===== config.mk =====
export PLATFORM = sky130hd
export DESIGN_NAME = sql_keyword_tokenizer_core
export DESIGN_NICKNAME = d
export VERILOG_FILES = /design/src/hw/rtl/sqlkt_pkg.sv /design/src/hw/rtl/sql_keyword_tokenizer_core.sv /design/src/hw/rtl/sqlkt_classify.sv /design/src/hw/rtl/sqlkt_lexer.sv /design/src/hw/rtl/sqlkt_out_queue.sv
export SDC_FILE = /design/constraint.sdc
export NUM_CORES = 1
export LEC_CHECK = 0
export ABC_CLOCK_PERIOD_IN_PS = 4700
export BUFFER_PORTS_ARGS = -buffer_cell sky130_fd_sc_hd__buf_4
export CORE_MARGIN = 3
export CORE_UTILIZATION = 35
export DETAILED_ROUTE_END_ITERATION = 10
export HOLD_SLACK_MARGIN = 0.03
export SYNTH_ARGS = -nofsm -noshare
export SYNTH_HDL_FRONTEND = slang
export SYNTH_SLANG_ARGS = --single-unit

===== constraint.sdc =====
create_clock -name i_clk -period 4.7 [get_ports i_clk]
set_input_delay 0.47 -clock i_clk [delete_from_list [all_inputs] [get_ports i_clk]]
set_output_delay 0.47 -clock i_clk [all_outputs]
set_load 0.005 [all_outputs]

===== src/hw/rtl/sqlkt_pkg.sv =====
`timescale 1ns / 1ps

package sqlkt_pkg;

    // Token kind codes.
    localparam logic [4:0] KIND_EOF        = 5'd0;
    localparam logic [4:0] KIND_MARK_FIRST = 5'd1;
    localparam logic [4:0] KIND_MARK_LAST  = 5'd8;
    localparam logic [4:0] KIND_STRING     = 5'd9;
    localparam logic [4:0] KIND_NUMBER     = 5'd10;
    localparam logic [4:0] KIND_IDENT      = 5'd11;
    localparam logic [4:0] KIND_UNKNOWN    = 5'd12;
    localparam logic [4:0] KIND_KEY_BASE   = 5'd13;

    // Most results one byte can cause, and the depth of the result queue.
    localparam int MAX_RESULTS = 3;
    localparam int Q_DEPTH     = 4;

    // Single-byte marks, in kind order starting at KIND_MARK_FIRST.
    localparam int MARK_COUNT = 8;
    localparam logic [7:0] MARK_CHARS [MARK_COUNT] = '{",", ";", "*", "=", ">", "<", "(", ")"};

    // Keywords, left-justified: character i sits in bits [8*(7-i) +: 8].
    // The first KW_EXACT_COUNT entries need an exact match, the rest a prefix match.
    localparam int KW_COUNT       = 14;
    localparam int KW_EXACT_COUNT = 12;
    localparam logic [63:0] KW_TEXT [KW_COUNT] = '{
        {"SELECT", 16'h0}, {"FROM", 32'h0}, {"WHERE", 24'h0}, {"INSERT", 16'h0},
        {"INTO", 32'h0}, {"VALUES", 16'h0}, {"CREATE", 16'h0}, {"TABLE", 24'h0},
        "DATABASE", {"PRIMARY", 8'h0}, {"AND", 40'h0}, {"KEY", 40'h0},
        {"VARCHAR", 8'h0}, {"INT", 40'h0}
    };
    localparam logic [7:0] KW_LEN [KW_COUNT] = '{
        8'd6, 8'd4, 8'd5, 8'd6, 8'd4, 8'd6, 8'd6, 8'd5, 8'd8, 8'd7, 8'd3, 8'd3, 8'd7, 8'd3
    };

    // First eight bytes of an identifier, upper case; index i is byte i.
    typedef logic [7:0][7:0] t_prefix;

    typedef struct packed {
        logic [7:0] char_in;
        logic       end_of_text;
    } t_in_beat;

    typedef struct packed {
        logic [4:0]  token_kind;
        logic [15:0] token_start;
        logic [7:0]  token_length;
        logic        last_of_run;
    } t_out_beat;

    // Results of one byte, in order; vld marks the slots in use.
    typedef struct packed {
        logic [MAX_RESULTS-1:0]            vld;
        t_out_beat [MAX_RESULTS-1:0]       beat;
    } t_result_set;

endpackage


===== src/hw/rtl/sql_keyword_tokenizer_core.sv =====
`timescale 1ns / 1ps

// Channel  | Direction | Handshake                      | Beat
// ---------+-----------+--------------------------------+------------------------------
// in       | input     | i_in_valid / o_in_ready        | char_in, end_of_text
// out      | output    | o_out_valid / i_out_ready      | kind, start, length, last_of_run
//
// A byte is taken into an input register; when the queue has room, the lexer
// logic updates the scan state and writes zero to three result beats into a
// four-entry result queue. The lexer steps whenever the queue holds at most
// one beat, so one byte per cycle is sustained while results drain as fast as
// they are made; a byte that makes several results leaves them to drain from
// the queue, and the queue depth then sets how long the input stalls. Reset
// (synchronous, active low) returns the scanner to idle between tokens at
// offset zero and empties the queue.
module sql_keyword_tokenizer_core #(
    parameter int MAX_TOKEN = 255,
    parameter int POS_BITS  = 16
) (
    input  logic                 i_clk,
    input  logic                 i_rst_n,
    input  logic                 i_in_valid,
    output logic                 o_in_ready,
    input  sqlkt_pkg::t_in_beat  i_in_data,
    output logic                 o_out_valid,
    input  logic                 i_out_ready,
    output sqlkt_pkg::t_out_beat o_out_data
);
    import sqlkt_pkg::*;

    localparam int CNT_W = $clog2(Q_DEPTH + 1);

    // Input register: holds one byte until the lexer has room to step on it.
    logic        r_in_vld;
    t_in_beat    r_in;
    logic        step;
    t_result_set res;
    logic [CNT_W-1:0] q_count;

    // The lexer steps only when the queue can take the largest burst a byte
    // can produce, so no result is ever dropped.
    assign step       = r_in_vld && (q_count <= CNT_W'(Q_DEPTH - MAX_RESULTS));
    assign o_in_ready = !r_in_vld || step;

    always_ff @(posedge i_clk) begin
        if (!i_rst_n) begin
            r_in_vld <= 1'b0;
        end else if (o_in_ready) begin
            r_in_vld <= i_in_valid;
        end
    end

    always_ff @(posedge i_clk) begin
        if (o_in_ready && i_in_valid) begin
            r_in <= i_in_data;
        end
    end

    sqlkt_lexer #(
        .MAX_TOKEN (MAX_TOKEN),
        .POS_BITS  (POS_BITS)
    ) u_lexer (
        .i_clk   (i_clk),
        .i_rst_n (i_rst_n),
        .i_step  (step),
        .i_beat  (r_in),
        .o_res   (res)
    );

    sqlkt_out_queue u_out_queue (
        .i_clk       (i_clk),
        .i_rst_n     (i_rst_n),
        .i_push_en   (step),
        .i_push      (res),
        .i_out_ready (i_out_ready),
        .o_out_valid (o_out_valid),
        .o_out_data  (o_out_data),
        .o_count     (q_count)
    );

endmodule


===== src/hw/rtl/sqlkt_classify.sv =====
`timescale 1ns / 1ps

module sqlkt_classify (
    input  logic [7:0]       i_len,
    input  sqlkt_pkg::t_prefix i_prefix,
    output logic [4:0]       o_kind
);
    import sqlkt_pkg::*;

    logic [KW_COUNT-1:0] match;

    always_comb begin
        for (int k = 0; k < KW_COUNT; k++) begin
            if (k < KW_EXACT_COUNT) begin
                match[k] = (i_len == KW_LEN[k]);
            end else begin
                match[k] = (i_len >= KW_LEN[k]);
            end
            for (int i = 0; i < 8; i++) begin
                if ((8'(i) < KW_LEN[k]) && (i_prefix[i] != KW_TEXT[k][8*(7-i) +: 8])) begin
                    match[k] = 1'b0;
                end
            end
        end
    end

    // The earliest keyword in the list wins, so INTO is found before INT.
    always_comb begin
        o_kind = KIND_IDENT;
        for (int k = KW_COUNT - 1; k >= 0; k--) begin
            if (match[k]) begin
                o_kind = KIND_KEY_BASE + 5'(k);
            end
        end
    end

endmodule


===== src/hw/rtl/sqlkt_lexer.sv =====
`timescale 1ns / 1ps

module sqlkt_lexer #(
    parameter int MAX_TOKEN = 255,
    parameter int POS_BITS  = 16
) (
    input  logic                   i_clk,
    input  logic                   i_rst_n,
    input  logic                   i_step,
    input  sqlkt_pkg::t_in_beat    i_beat,
    output sqlkt_pkg::t_result_set o_res
);
    import sqlkt_pkg::*;

    typedef enum logic [3:0] {
        MODE_IDLE   = 4'b0001,
        MODE_STRING = 4'b0010,
        MODE_NUMBER = 4'b0100,
        MODE_IDENT  = 4'b1000
    } t_mode;

    t_mode               r_mode, n_mode, mode_a, mode_b;
    logic                r_quote_dbl, n_quote_dbl;
    logic [7:0]          r_len, n_len, len_a, len_b;
    logic [POS_BITS-1:0] r_start, n_start, start_b;
    logic [POS_BITS-1:0] r_pos, n_pos, pos_inc;
    t_prefix             r_prefix, n_prefix, prefix_a, prefix_b;

    logic [7:0] b, up_b;
    logic       is_dig, is_let, is_word, is_space, is_quote, at_max;
    logic       mark_hit;
    logic [4:0] mark_kind;
    logic       consumed;
    logic       f1_vld, f2_vld, f3_vld;
    logic [4:0] f1_kind, f2_kind, f3_kind;
    logic [4:0] pre_kind, post_kind;

    function automatic logic [15:0] sat16(input logic [POS_BITS-1:0] p);
        logic [31:0] w;
        w = 32'(p);
        return (w > 32'h0000_FFFF) ? 16'hFFFF : w[15:0];
    endfunction

    sqlkt_classify u_pre_classify (
        .i_len    (r_len),
        .i_prefix (r_prefix),
        .o_kind   (pre_kind)
    );

    sqlkt_classify u_post_classify (
        .i_len    (len_b),
        .i_prefix (prefix_b),
        .o_kind   (post_kind)
    );

    assign b        = i_beat.char_in;
    assign is_dig   = (b >= "0") && (b <= "9");
    assign is_let   = ((b >= "A") && (b <= "Z")) || ((b >= "a") && (b <= "z"));
    assign is_word  = is_let || is_dig || (b == "_");
    assign is_space = ((b >= 8'd9) && (b <= 8'd13)) || (b == 8'd32);
    assign is_quote = (b == "'") || (b == "\"");
    assign up_b     = ((b >= "a") && (b <= "z")) ? (b - 8'h20) : b;
    assign at_max   = (r_len >= 8'(MAX_TOKEN));
    assign pos_inc  = (r_pos == '1) ? r_pos : (r_pos + 1'b1);

    always_comb begin
        mark_hit  = 1'b0;
        mark_kind = KIND_UNKNOWN;
        for (int k = 0; k < MARK_COUNT; k++) begin
            if (b == MARK_CHARS[k]) begin
                mark_hit  = 1'b1;
                mark_kind = KIND_MARK_FIRST + 5'(k);
            end
        end
    end

    // Continue or close the pending run.
    always_comb begin
        mode_a   = r_mode;
        len_a    = r_len;
        prefix_a = r_prefix;
        consumed = 1'b0;
        f1_vld   = 1'b0;
        f1_kind  = KIND_STRING;
        case (r_mode)
            MODE_STRING: begin
                if (b == (r_quote_dbl ? 8'("\"") : 8'("'"))) begin
                    f1_vld   = 1'b1;
                    mode_a   = MODE_IDLE;
                    consumed = 1'b1;
                end else if (at_max) begin
                    f1_vld = 1'b1;
                    mode_a = MODE_IDLE;
                end else begin
                    len_a    = r_len + 8'd1;
                    consumed = 1'b1;
                end
            end
            MODE_NUMBER: begin
                f1_kind = KIND_NUMBER;
                if (is_dig && !at_max) begin
                    len_a    = r_len + 8'd1;
                    consumed = 1'b1;
                end else begin
                    f1_vld = 1'b1;
                    mode_a = MODE_IDLE;
                end
            end
            MODE_IDENT: begin
                f1_kind = pre_kind;
                if (is_word && !at_max) begin
                    if (r_len < 8'd8) begin
                        prefix_a[r_len[2:0]] = up_b;
                    end
                    len_a    = r_len + 8'd1;
                    consumed = 1'b1;
                end else begin
                    f1_vld = 1'b1;
                    mode_a = MODE_IDLE;
                end
            end
            default: begin
                mode_a = MODE_IDLE;
            end
        endcase
    end

    // Start a new token from a byte the pending run did not take.
    always_comb begin
        mode_b      = mode_a;
        len_b       = len_a;
        start_b     = r_start;
        prefix_b    = prefix_a;
        n_quote_dbl = r_quote_dbl;
        f2_vld      = 1'b0;
        f2_kind     = mark_kind;
        if (!consumed && !is_space) begin
            if (mark_hit) begin
                f2_vld = 1'b1;
            end else if (is_quote) begin
                mode_b      = MODE_STRING;
                n_quote_dbl = (b == "\"");
                start_b     = pos_inc;
                len_b       = 8'd0;
            end else if (is_dig) begin
                mode_b  = MODE_NUMBER;
                start_b = r_pos;
                len_b   = 8'd1;
            end else if (is_let) begin
                mode_b      = MODE_IDENT;
                start_b     = r_pos;
                len_b       = 8'd1;
                prefix_b    = '0;
                prefix_b[0] = up_b;
            end else begin
                f2_vld = 1'b1;
            end
        end
    end

    // End of statement: flush whatever is open, then EOF.
    always_comb begin
        f3_vld  = i_beat.end_of_text;
        f3_kind = KIND_IDENT;
        case (mode_b)
            MODE_STRING: f3_kind = KIND_STRING;
            MODE_NUMBER: f3_kind = KIND_NUMBER;
            MODE_IDENT:  f3_kind = post_kind;
            default:     f3_vld  = 1'b0;
        endcase
    end

    always_comb begin
        n_prefix = prefix_b;
        if (i_beat.end_of_text) begin
            n_mode  = MODE_IDLE;
            n_len   = 8'd0;
            n_start = '0;
            n_pos   = '0;
        end else begin
            n_mode  = mode_b;
            n_len   = len_b;
            n_start = start_b;
            n_pos   = pos_inc;
        end
    end

    always_comb begin
        o_res.vld[0] = f1_vld;
        o_res.vld[1] = f2_vld || f3_vld;
        o_res.vld[2] = i_beat.end_of_text;

        o_res.beat[0].token_kind   = f1_kind;
        o_res.beat[0].token_start  = sat16(r_start);
        o_res.beat[0].token_length = r_len;
        o_res.beat[0].last_of_run  = f1_vld && !o_res.vld[1] && !o_res.vld[2];

        o_res.beat[1].token_kind   = f2_vld ? f2_kind : f3_kind;
        o_res.beat[1].token_start  = f2_vld ? sat16(r_pos) : sat16(start_b);
        o_res.beat[1].token_length = f2_vld ? 8'd1 : len_b;
        o_res.beat[1].last_of_run  = o_res.vld[1] && !o_res.vld[2];

        o_res.beat[2].token_kind   = KIND_EOF;
        o_res.beat[2].token_start  = sat16(pos_inc);
        o_res.beat[2].token_length = 8'd0;
        o_res.beat[2].last_of_run  = 1'b1;
    end

    always_ff @(posedge i_clk) begin
        if (!i_rst_n) begin
            r_mode      <= MODE_IDLE;
            r_quote_dbl <= 1'b0;
            r_len       <= 8'd0;
            r_start     <= '0;
            r_pos       <= '0;
            r_prefix    <= '0;
        end else if (i_step) begin
            r_mode      <= n_mode;
            r_quote_dbl <= n_quote_dbl;
            r_len       <= n_len;
            r_start     <= n_start;
            r_pos       <= n_pos;
            r_prefix    <= n_prefix;
        end
    end

endmodule


===== src/hw/rtl/sqlkt_out_queue.sv =====
`timescale 1ns / 1ps

module sqlkt_out_queue (
    input  logic                   i_clk,
    input  logic                   i_rst_n,
    input  logic                   i_push_en,
    input  sqlkt_pkg::t_result_set i_push,
    input  logic                   i_out_ready,
    output logic                   o_out_valid,
    output sqlkt_pkg::t_out_beat   o_out_data,
    output logic [$clog2(sqlkt_pkg::Q_DEPTH+1)-1:0] o_count
);
    import sqlkt_pkg::*;

    localparam int PTR_W = $clog2(Q_DEPTH);
    localparam int CNT_W = $clog2(Q_DEPTH + 1);

    t_out_beat        r_mem [Q_DEPTH];
    logic [PTR_W-1:0] r_wp, n_wp, r_rp, n_rp;
    logic [CNT_W-1:0] r_count, n_count;
    logic [PTR_W-1:0] w_idx [MAX_RESULTS];
    logic [MAX_RESULTS-1:0] push_vld;
    logic [CNT_W-1:0] push_cnt;
    logic             pop;

    assign push_vld = i_push_en ? i_push.vld : '0;
    assign pop      = (r_count != '0) && i_out_ready;

    // Valid slots are packed in order behind the write pointer.
    always_comb begin
        push_cnt = '0;
        for (int j = 0; j < MAX_RESULTS; j++) begin
            w_idx[j] = r_wp + PTR_W'(push_cnt);
            push_cnt = push_cnt + CNT_W'(push_vld[j]);
        end
        n_wp    = r_wp + PTR_W'(push_cnt);
        n_rp    = r_rp + PTR_W'(pop);
        n_count = r_count + push_cnt - CNT_W'(pop);
    end

    always_ff @(posedge i_clk) begin
        for (int j = 0; j < MAX_RESULTS; j++) begin
            if (push_vld[j]) begin
                r_mem[w_idx[j]] <= i_push.beat[j];
            end
        end
    end

    always_ff @(posedge i_clk) begin
        if (!i_rst_n) begin
            r_wp    <= '0;
            r_rp    <= '0;
            r_count <= '0;
        end else begin
            r_wp    <= n_wp;
            r_rp    <= n_rp;
            r_count <= n_count;
        end
    end

    assign o_out_valid = (r_count != '0);
    assign o_out_data  = r_mem[r_rp];
    assign o_count     = r_count;

endmodule


## Word level (Yosys, flattened, before mapping)

Memory sizes are Yosys's and may differ from the RTL's. A register that Yosys moved wholly into a read port is not among the register bits.
Index checks and enable logic that the tools add are counted.
W data, S select, Z words.

| storage, ports and cells | value |
|---|---|
| input bits | 13 |
| word-level logic and storage cells | 473 |
| RAM bits | 120 |
| register bits | 126 |
| memories kept | 1 |
| output and inout port bits | 32 |

Memories:

| memory | words | width | read ports | clocked after Yosys merged registers in | write ports | RTL line | RTL |
|---|---|---|---|---|---|---|---|
| u_out_queue.r_mem | 4 | 30 | 1 | 1 | 3 | sqlkt_out_queue.sv:18 | `t_out_beat r_mem [Q_DEPTH];` |

| operators by class | value |
|---|---|
| reduce and logical (&&, ||, !) cells | 30 |
| mux-type cells | 262 |
| equal/unequal tests | 132 |
| add/subtract/negate cells | 11 |
| bitwise logic cells | 1 |
| $lt $le $gt $ge | 17 |

Operators by type and width:

| kind | count |
|---|---|
| $ne A8 B7 Y1 const B | 100 |
| $mux W64 | 8 |
| $mux W1 | 174 |
| $mux W5 | 29 |
| $mux W16 | 9 |
| $mux W8 | 13 |
| $eq A8 B6 Y1 const B | 11 |
| $mux W4 | 18 |
| $bwmux W64 | 1 |
| $eq A8 B3 Y1 const B | 8 |
| $demux W8 S3 | 1 |
| $pmux W8 S3 | 1 |
| $add A16 B1 Y16 const B | 1 |
| $eq A16 B16 Y1 const B | 1 |
| $eq A8 B2 Y1 const B | 2 |
| $eq A8 B4 Y1 const B | 2 |
| $ge A8 B2 Y1 const B | 2 |
| $ge A8 B3 Y1 const B | 2 |
| $ge A8 B7 Y1 const B | 2 |
| $le A8 B7 Y1 const B | 2 |
| $pmux W5 S3 | 1 |
| $logic_and A1 B1 Y1 | 14 |
| $pmux W4 S3 | 1 |
| $pmux W5 S2 | 1 |
| 31 further kinds | 49 |

## Depth between registers and ports, before layout

Gate-level depths: netlist (run 1).

| logic depth | value |
|---|---|
| depth after elaboration | 36 |
| gate-level depth with buffers | 22 |
| depth with buffers taken out | 19 |

## Cells and area by module

From an unflattened synthesis (run 1), not the netlist that was laid out.

| second synthesis, totals | value |
|---|---|
| cell total of the unflattened synthesis | 1731 |
| area total of the unflattened synthesis | 17479.3 µm² |

By module, submodules not included:

| module | area each (µm²) | times used | seq. area each (µm²) | cells each |
|---|---|---|---|---|
| sqlkt_out_queue | 8042.7 | 1 | 3743.6 | 497 |
| sqlkt_lexer | 7289.5 | 1 | 2182.1 | 947 |
| sqlkt_classify (u_lexer.u_post_classify) | 934.6 | 1 | 0.0 | 133 |
| sqlkt_classify (u_lexer.u_pre_classify) | 888.4 | 1 | 0.0 | 139 |
| sql_keyword_tokenizer_core | 324.1 | 1 | 290.3 | 15 |

## Worst setup path before layout (run 1)

No wires, ideal clock.

| timing | value |
|---|---|
| path type | reg2reg |
| start | register r_in[6] (netlist bit) |
| end | memory u_out_queue.r_mem[3][10] (netlist bit), enable pin |
| stages on the path, launching flop included | 21 |
| path buffers | 4 |
| arrival | 4.457 ns |
| data required time | 4.284 ns |
| path slack | -0.174 ns |
| setup time | 0.416 ns |
| clock period less this slack | 4.874 ns |
| cell sequence | edfxtp_1 buf_2 clkbuf_1 inv_1 ha_1 nand2_1 o32ai_1 a22o_1 o21ai_2 and3_1 buf_4 nand2_4 o21ai_2 and2_2 ha_1 ha_1 xnor2_1 xnor2_1 nand3_1 clkbuf_1 nand3_1 |

RTL lines:

| item | RTL line | RTL |
|---|---|---|
| start: declaration | sql_keyword_tokenizer_core.sv:35 | `t_in_beat r_in;` |
| start signal: assignment | sql_keyword_tokenizer_core.sv:55 | `r_in <= i_in_data;` |
| end: declaration | sqlkt_out_queue.sv:18 |  |

==> flow_metrics.py, run 1 <==
metrics = {
    "status": {
        "status": "finished, final reports clean",
    },
    "detailed_routing": {
        "drcViolationCount": 0,
        "antenna_left": 0,
        "first_pass_iters": 7,
        "wirelength_um": 67800,
        "vias": 17088,
        "drt_iter0_markers": 1826,
        "routed_via_density": 6.18,
        "detail_route.wl_per_cell_um": 24.5,
    },
    "yosys": {
        "ys_top_cells_by_area": "dfxtp_1 (20%), edfxtp_1 (13%), nand2_1 (6.3%), mux4_2 (4.0%), nor2_1 (3.7%)",
        "syn_inst": 2065,
        "ys_dominant_reg_cell": "dfxtp_1",
        "synthArstFlopShare_pct": 0,
        "synth_xor_area_share_pct": 1.59,
        "synth_seq_cells": 246,
        "mappedNetlistNets": 2098,
        "synthTopCellsByCount": "nand2_1 (286), dfxtp_1 (173), nor2_1 (168), o21ai_0 (99), clkbuf_1 (98)",
        "synth.distinct_cells": 106,
        "yosysTopAreaCell": "dfxtp_1",
        "synth_seq_area_share_pct": 33.1,
        "netlist.area_leader.share_pct": 20.3,
        "synth.most_common_cell": "nand2_1",
        "syn_avg_cell_area_um2": 8.28,
        "ys_warn_count": 0,
        "synth_compound_area_share_pct": 22.0,
        "netlist_area_mm2": 0.0171,
        "synth_edf_count": 73,
        "synth_top_family_by_area": "simple AND/OR/NAND/NOR gates",
        "yosys-mux-area-fraction_pct": 7.73,
        "synth-simple-area-share_pct": 29.5,
        "synthAdderAreaFrac_pct": 1.55,
    },
    "die": {
        "die_x_um": 227,
        "die_area_mm2": 0.0515,
        "die_height_um": 227,
        "io_pins": 45,
        "start_util_pct": 35.6,
        "num_rows": 80,
        "core-area_mm2": 0.0479,
    },
    "worst_setup_path": {
        "crit_cells": 16,
        "worst-r2r-cell-count": 16,
        "path_cells": "inv_1 -> ha_1 -> nor4bb_2 -> nand3_1 -> and3_2 -> buf_4 -> a2111oi_4 -> buf_4 -> mux2i_1 -> and4_1 -> nor3b_1 -> and3_1 -> a41o_1 -> o31ai_2 -> mux2_1 -> nor2_1",
        "cp_slowest_cell": "edfxtp_1",
        "crit_type": "reg2reg",
        "crit_buf_inv": 3,
        "crit_top_cell": "buf_4",
        "crit_required_ns": 5.23,
        "critPathLaunchType": "flop",
        "worst_setup_path_end_kind": "flop",
        "worstPathMaxFanout": 14,
        "cp_top_family": "simple AND/OR/NAND/NOR gates",
        "arrival_ns": 5.05,
        "max_stage_delay_ns": 0.39,
    },
    "place": {
        "io_buffers": 44,
        "dp_hpwl_um": 51000,
        "post-place-ws_ns": 0.0865,
        "placed_area_mm2": 0.0187,
        "place.gp.congestion": 1.05,
    },
    "timing": {
        "relSlewSlack_pct": 29.5,
        "skew_ns": 0.0157,
        "setup_violations": 0,
        "timing.fmax_mhz": 221,
        "timing.final.hold_violations": 0,
        "tightestPinTransition_ns": 1.05,
        "rsz0062_at_grt": "no",
        "fin_crit_sh_pct": 96.1,
        "fin_setup_tns_ns": 0,
        "finalWorstSetupSlack_ns": 0.185,
        "maxSlewViolCount": 0,
        "period_minus_slack_ns": 4.52,
    },
    "global_route": {
        "grt_pass1_vias": 16175,
        "grt_overflow": 0,
        "grt_pass1_wl_um": 102000,
        "grt_usage_pct": 25.7,
        "grt_max_degree": 118,
        "antenna_found_initial": 2,
    },
    "power_and_ir_drop": {
        "power_frac_seq_pct": 36.8,
        "p_comb_share_pct": 28.6,
        "vdd_drop_max_mv": 0.269,
        "power.density_mw_per_mm2": 367,
        "power.net_switching_mw": 2.30,
        "p_leak_nw": 6.65,
        "finalPower_mw": 7.27,
        "intPower_mw": 4.96,
        "switching_share_pct": 31.7,
        "clkPwrFrac_pct": 34.6,
    },
    "clocking": {
        "path_clk_slew_ns": 0.07,
        "cts-htree-levels": 1,
        "cts.repair.resized": 0,
        "clk_latency_ns": 0.59,
        "cts_buffer_depth": 3,
        "cts_hold_buffers": 0,
        "root_buffer": "clkbuf_16",
        "cts_sinks": 246,
        "cts_buffers": 29,
        "cts_tree": "done",
        "post_cts_buffers": 0,
    },
    "cells_and_area": {
        "post-route-cell-area_mm2": 0.0198,
        "antenna_cells": 0,
        "nNetsFinal": 2160,
        "layout-drive-gt1-share_pct": 16.6,
        "final_util_pct": 41.4,
        "area_delta_synth_final_pct": 16.0,
    },
    "min_path": {
        "worstHoldPathCells": 1,
        "hold_class": "in2reg",
    },
    "flow_run": {
        "drv_cap": 0,
    },
}
final timing paths:
kind	from	endpoint	slack, ns
setup / recovery	r_in[7]	u_out_queue.r_mem[0][27]	0.18
hold / removal	i_in_data[0]	r_in[0]	0.06
setup reg to reg	r_in[7]	u_out_queue.r_mem[0][27]	0.18
hold reg to reg	u_out_queue.r_mem[0][0]	u_out_queue.r_mem[0][0]	0.49
per-stage QoR:
| step | cells | hold WS, ns |
|---|---|---|
| floorplan | 2065 | 0.445 |
| global placement | 2711 | 0.467 |
| detailed placement | 2711 | 0.475 |
| CTS | 2765 | 0.0326 |
| global route | 2765 | 0.0398 |
| finish | 2765 | 0.0550 |
logic make-up (layout without fill, tap and decap cells):
group | Yosys count | count (layout)
buffers and inverters | 183 | 268
DFF | 246 | 246
AOI/OAI and AO/OA | 520 | 520
muxes | 92 | 92
adders and majority gates | 20 | 20
xor gates and xnor gates | 31 | 31
and+or+nand+nor | 973 | 973
state kept, by name, indices dropped and copies added, names as in the netlist:
register             count
u_lexer.r_quote_dbl      1
u_out_queue.r_wp         2
u_out_queue.r_mem      120
u_out_queue.o_count      3
u_lexer.r_mode           4
r_in_vld                 1
r_in                     9
u_lexer.r_prefix        64
u_lexer.r_start         16
u_out_queue.r_rp         2
u_lexer.r_len            8
u_lexer.r_pos           16
power groups by stage:
stage                     Clock (mW)  Sequential (mW)  Combinational, mW
after floorplan                    0             2.63               1.33
after global placement             0             2.70               2.02
after detailed placement           0             2.72               2.06
after CTS                       2.55             2.67               2.07
after global routing            2.64             2.71               2.27
final                           2.51             2.68               2.08
metal layers:
layer	GRT usage (%)	share of wire, %	up-vias
li1	-	-	7848
met1	34.8	43	8256
met2	41.9	45	817
met3	4.17	8.0	163
met4	8.79	3.8	4
met5	0	0.040	-
placed cells by master, fill, tap and decap left out, drive strengths merged, types with 17 or more instances in the layout:
cell    instances
a211oi         59
a21oi          67
a22oi          76
a31oi          42
and2           45
and3           42
buf           182
clkbuf         34
dfxtp         173
edfxtp         73
ha             18
inv            33
mux2           20
mux2i          42
mux4           30
nand2         288
nand2b         18
nand3          88
nand4          40
nor2          168
nor2b          92
nor3           56
nor4           40
o211ai         35
o21ai         119
or3            20
xor2           17
final cells by class:
cell class                      count  area, um^2
Fill cell                        4787       28100
Multi-Input combinational cell   1636       10800
Sequential cell                   246        5660
Timing Repair Buffer              182        1400
Clock buffer                       34         806
Tap cell                          615         769
Clock inverter                     20         267
Inverter                           32         120
(Power assumes the default switching activity.)
==> run 2, diff against run 1 <==
--- a/config.mk
+++ b/config.mk
@@ -11,6 +11,7 @@
 export CORE_UTILIZATION = 35
 export DETAILED_ROUTE_END_ITERATION = 10
 export HOLD_SLACK_MARGIN = 0.03
+export RECOVER_POWER = 25
 export SYNTH_ARGS = -nofsm -noshare
 export SYNTH_HDL_FRONTEND = slang
 export SYNTH_SLANG_ARGS = --single-unit
==> flow_metrics.py, run 2 (synthesis results as in run 1) <==
metrics = {
    "clocking": {
        "cts_hold_buffers": 0,
        "cts_sinks": 246,
        "cts_tree": "done",
        "path_clk_slew_ns": 0.07,
        "cts_buffers": 29,
        "cts-htree-levels": 1,
        "root_buffer": "clkbuf_16",
        "clk_latency_ns": 0.59,
        "cts_buffer_depth": 3,
    },
    "worst_setup_path": {
        "worst-r2r-cell-count": 16,
        "worstPathMaxFanout": 14,
        "crit_type": "reg2reg",
        "worst_setup_path_end_kind": "flop",
        "r2r-start": "r_in[7]",
        "ff2ff_setup_slack_ns": 0.20,
        "critPathLaunchType": "flop",
        "arrival_ns": 5.04,
        "timing.rr.end": "u_out_queue.r_mem[0][27]",
        "crit_required_ns": 5.23,
    },
    "global_route": {
        "grt_pass1_wl_um": 102000,
        "grt_overflow": 0,
        "grt_max_degree": 118,
        "antenna_found_initial": 2,
        "grt_pass1_vias": 16175,
        "grt_usage_pct": 25.7,
    },
    "detailed_routing": {
        "routed_via_density": 6.22,
        "wirelength_um": 67700,
        "drt_iter0_markers": 1899,
        "vias": 17193,
        "antenna_left": 0,
        "first_pass_iters": 6,
        "drcViolationCount": 0,
        "detail_route.wl_per_cell_um": 24.5,
    },
    "cells_and_area": {
        "layout-drive-gt1-share_pct": 16.1,
        "antenna_cells": 0,
        "multi_input_area_mm2": 0.0108,
        "layout_commonest_cell": "nand2_1",
        "regArea_mm2": 0.00566,
        "post-route-cell-area_mm2": 0.0198,
        "largest_register_ffs": 120,
        "layout_common_cells": "nand2_1 (285), dfxtp_1 (173), nor2_1 (168)",
        "nFillCells": 4804,
        "nNetsFinal": 2160,
        "area_delta_synth_final_pct": 15.8,
    },
    "die": {
        "num_rows": 80,
        "core-area_mm2": 0.0479,
        "die_height_um": 227,
        "start_util_pct": 35.6,
        "io_pins": 45,
        "die_area_mm2": 0.0515,
        "die_x_um": 227,
    },
    "timing": {
        "timing.hold.ws_ns": 0.0770,
        "maxSlewViolCount": 118,
        "timing.fmax_mhz": 222,
        "finalWorstSetupSlack_ns": 0.196,
        "timing.final.hold_violations": 0,
        "setup_violations": 0,
        "tightestPinTransition_ns": 4.09,
        "relSlewSlack_pct": -173,
        "period_minus_slack_ns": 4.50,
        "rsz0062_at_grt": "no",
        "skew_ns": 0.0149,
        "fin_crit_sh_pct": 95.8,
        "fin_setup_tns_ns": 0,
    },
    "power_and_ir_drop": {
        "power.density_mw_per_mm2": 365,
        "vdd_drop_max_mv": 0.269,
        "p_leak_nw": 6.60,
    },
    "place": {
        "dp_hpwl_um": 51000,
        "place.gp.congestion": 1.05,
        "post-place-ws_ns": 0.0865,
        "placed_area_mm2": 0.0187,
        "io_buffers": 44,
    },
    "status": {
        "status": "finished with violations",
        "violations": "capacitance limit, slew limit",
    },
    "min_path": {
        "hold_class": "in2reg",
        "worstHoldStart": "i_in_data[0]",
        "worstHoldPathCells": 1,
        "holdPathEnd": "r_in[0]",
    },
    "flow_run": {
        "drv_cap": 1,
    },
}
-- run 2: power by group --
group	total [mW]	internal [mW]	switching [mW]
clock	2.52	1.51	1.00
combinational	2.04	0.913	1.12
sequential	2.67	2.49	0.181
-- run 2: cell type report --
cell class / instances / area share (%)
Inverter: 32 / 0.607
Clock buffer: 34 / 4.07
Sequential cell: 246 / 28.6
Tap cell: 615 / 3.89
Multi-Input combinational cell: 1636 / 54.6
Timing Repair Buffer: 182 / 6.88
Clock inverter: 20 / 1.35
-- run 2: metrics by stage --
stage,std cells,power [mW],util [%]
CTS,2765,7.29,41.2
floorplan,2065,3.96,-
global placement,2711,4.72,38.9
finish,2765,7.23,41.3
global route,2765,7.57,41.3
detailed placement,2711,4.78,38.9
-- run 2: how the worst max path moves through the flow --
stage	endpoint	slack (ns)	cells past startpoint	startpoint
after global routing	u_out_queue.r_mem[3][25]	0.007	16	r_in[1]
after CTS	u_out_queue.r_mem[3][28]	0.07	14	r_in[7]
after global placement	u_out_queue.r_mem[1][28]	0.16	14	r_in[7]
after detailed placement	u_out_queue.r_mem[3][28]	0.09	14	r_in[7]
final	u_out_queue.r_mem[0][27]	0.20	16	r_in[7]
after floorplan	u_out_queue.r_mem[3][10]	0.004	20	r_in[6]
-- run 2: critical path, stage by stage, from the launching register on --
cell       delay, ns
edfxtp_1        0.39
inv_1           0.09
ha_1            0.15
nor4bb_2        0.35
nand3_1         0.24
and3_2          0.36
buf_4           0.21
a2111oi_4       0.39
buf_4           0.30
mux2i_1         0.35
and4_1          0.32
nor3b_1         0.29
and3_1          0.23
a41o_1          0.21
o31ai_2         0.17
mux2_1          0.31
nor2_1          0.07
-- run 2: metal layers --
| metal | vias to the layer above | share of wire (%) | track usage (%) |
|---|---|---|---|
| li1 | 7847 | - | - |
| met1 | 8346 | 43 | 34.8 |
| met2 | 833 | 46 | 41.9 |
| met3 | 163 | 7.8 | 4.17 |
| met4 | 4 | 3.9 | 8.79 |
| met5 | - | 0.040 | 0 |
-- run 2: what timing repair did --
item                       4_1_cts  5_1_grt
buffers inserted                 0        0
gates resized for setup          0       16
setup endpoints to repair        0      148
==> run 3, diff against run 2 <==
--- a/config.mk
+++ b/config.mk
@@ -8,7 +8,7 @@
 export ABC_CLOCK_PERIOD_IN_PS = 4700
 export BUFFER_PORTS_ARGS = -buffer_cell sky130_fd_sc_hd__buf_4
 export CORE_MARGIN = 3
-export CORE_UTILIZATION = 35
+export CORE_UTILIZATION = 40
 export DETAILED_ROUTE_END_ITERATION = 10
 export HOLD_SLACK_MARGIN = 0.03
 export RECOVER_POWER = 25
==> flow_metrics.py, run 3 (synthesis results as in run 1) <==
metrics = {
    "cells_and_area": {
        "layout-drive-gt1-share_pct": 15.6,
        "layout_commonest_cell": "nand2_1",
        "final_util_pct": 46.8,
        "largest_register_ffs": 120,
        "fin_cells": 2692,
        "antenna_cells": 0,
        "area_delta_synth_final_pct": 15.2,
        "layout_common_cells": "nand2_1 (285), dfxtp_1 (173), nor2_1 (168)",
        "nNetsFinal": 2162,
        "post-route-cell-area_mm2": 0.0197,
    },
    "detailed_routing": {
        "antenna_left": 0,
        "routed_via_density": 6.36,
        "wirelength_um": 68700,
        "vias": 17116,
        "drcViolationCount": 0,
        "first_pass_iters": 9,
        "detail_route.wl_per_cell_um": 25.5,
        "drt_iter0_markers": 1645,
    },
    "worst_setup_path": {
        "crit_type": "reg2reg",
        "crit_required_ns": 5.18,
        "cp_slowest_cell": "nor4_4",
        "critPathLaunchType": "flop",
        "crit_top_cell": "buf_4",
        "worst_setup_path_end_kind": "flop",
        "worstPathMaxFanout": 9,
        "cp_top_family": "simple AND/OR/NAND/NOR gates",
        "worst-r2r-cell-count": 15,
        "max_stage_delay_ns": 0.59,
        "arrival_ns": 5.05,
        "r2r-start": "u_lexer.r_len[5]",
        "path_cells": "nor4_4 -> nor2b_1 -> buf_4 -> and2_1 -> o2111ai_2 -> mux2i_1 -> buf_4 -> o211ai_1 -> nor4_1 -> buf_4 -> o2111ai_1 -> nand3_1 -> o31ai_2 -> a21oi_1 -> nor2_1",
        "timing.rr.end": "u_out_queue.r_mem[0][26]",
        "ff2ff_setup_slack_ns": 0.12,
        "crit_buf_inv": 3,
    },
    "clocking": {
        "cts-htree-levels": 1,
        "cts_buffer_depth": 3,
        "clk_latency_ns": 0.60,
        "cts_sinks": 246,
        "cts_tree": "done",
        "root_buffer": "clkbuf_16",
        "path_clk_slew_ns": 0.06,
        "post_cts_buffers": 0,
        "cts_buffers": 30,
    },
    "die": {
        "die_height_um": 213,
        "die_x_um": 213,
        "die_area_mm2": 0.0452,
        "core-area_mm2": 0.0420,
        "io_pins": 45,
        "start_util_pct": 40.7,
        "num_rows": 75,
    },
    "timing": {
        "setup_violations": 0,
        "relSlewSlack_pct": -186,
        "period_minus_slack_ns": 4.58,
        "finalWorstSetupSlack_ns": 0.124,
        "fin_crit_sh_pct": 97.4,
        "maxSlewViolCount": 142,
        "tightestPinTransition_ns": 4.29,
        "timing.fmax_mhz": 219,
        "timing.final.hold_violations": 0,
        "skew_ns": 0.0316,
        "timing.hold.ws_ns": 0.0903,
        "fin_setup_tns_ns": 0,
    },
    "min_path": {
        "hold_class": "in2reg",
        "worstHoldPathCells": 1,
        "worstHoldStart": "i_in_data[2]",
        "holdPathEnd": "r_in[2]",
    },
    "global_route": {
        "grt_pass1_wl_um": 103000,
        "grt_overflow": 0,
        "grt_usage_pct": 29.8,
        "antenna_found_initial": 0,
        "grt_max_degree": 118,
        "grt_pass1_vias": 16226,
    },
    "place": {
        "dp_cells": 2635,
        "io_buffers": 44,
        "placed_area_mm2": 0.0186,
        "place.gp.congestion": 1.02,
        "post-place-ws_ns": -0.108,
        "dp_hpwl_um": 51800,
    },
    "power_and_ir_drop": {
        "vdd_drop_max_mv": 0.213,
        "p_leak_nw": 6.59,
        "power.density_mw_per_mm2": 363,
        "finalPower_mw": 7.14,
    },
    "status": {
        "violations": "capacitance limit, slew limit",
        "status": "finished with violations",
    },
    "flow_run": {
        "drv_cap": 2,
    },
}
## run 3: report_power, final
group          internal, mW  switching (mW)  total [mW]
sequential             2.49           0.209        2.70
combinational         0.895            1.08        1.98
clock                  1.49           0.972        2.46
total                  4.88            2.26        7.14
## run 3: metal layers
metal,vias up,share of wire (%),GRT usage (%)
li1,7856,-,-
met5,-,0,0
met1,8212,42,40.4
met3,169,7.8,4.66
met2,879,45,47.8
met4,0,5.0,12.0
## run 3: layout make-up
cell class                      instances  area, um^2
Timing Repair Buffer                  183        1390
Inverter                               32         120
Clock buffer                           40         808
Tap cell                              539         674
Multi-Input combinational cell       1636       10800
Fill cell                            4147       22400
Sequential cell                       246        5660
Clock inverter                         16         235
## run 3: worst max-delay path by stage
stage / from / endpoint / slack, ns / cells past startpoint
6_report: u_lexer.r_len[5] / u_out_queue.r_mem[0][26] / 0.12 / 15
5_1_grt: r_in[5] / u_out_queue.r_mem[3][29] / -0.02 / 18
4_1_cts: r_in[2] / u_out_queue.r_mem[1][17] / 0.04 / 15
3_5_place_dp: r_in[7] / u_out_queue.r_mem[1][28] / -0.11 / 18
3_3_place_gp: r_in[7] / u_out_queue.r_mem[0][28] / 0.03 / 18
2_1_floorplan: r_in[6] / u_out_queue.r_mem[3][10] / 0.004 / 20
## run 3: timing repair
action                                 in CTS  in global routing
setup endpoints to repair                   5                148
hold buffers                                1                  0
pin swaps                                   0                  1
gates resized for setup                     1                 13
endpoints found under the hold margin       1                  0
## run 3: worst reg2reg max path, stage by stage (launching register included)
cell       delay [ns]
dfxtp_1          0.39
nor4_4           0.60
nor2b_1          0.35
buf_4            0.24
and2_1           0.32
o2111ai_2        0.44
mux2i_1          0.28
buf_4            0.16
o211ai_1         0.17
nor4_1           0.52
buf_4            0.23
o2111ai_1        0.19
nand3_1          0.17
o31ai_2          0.15
a21oi_1          0.21
nor2_1           0.06
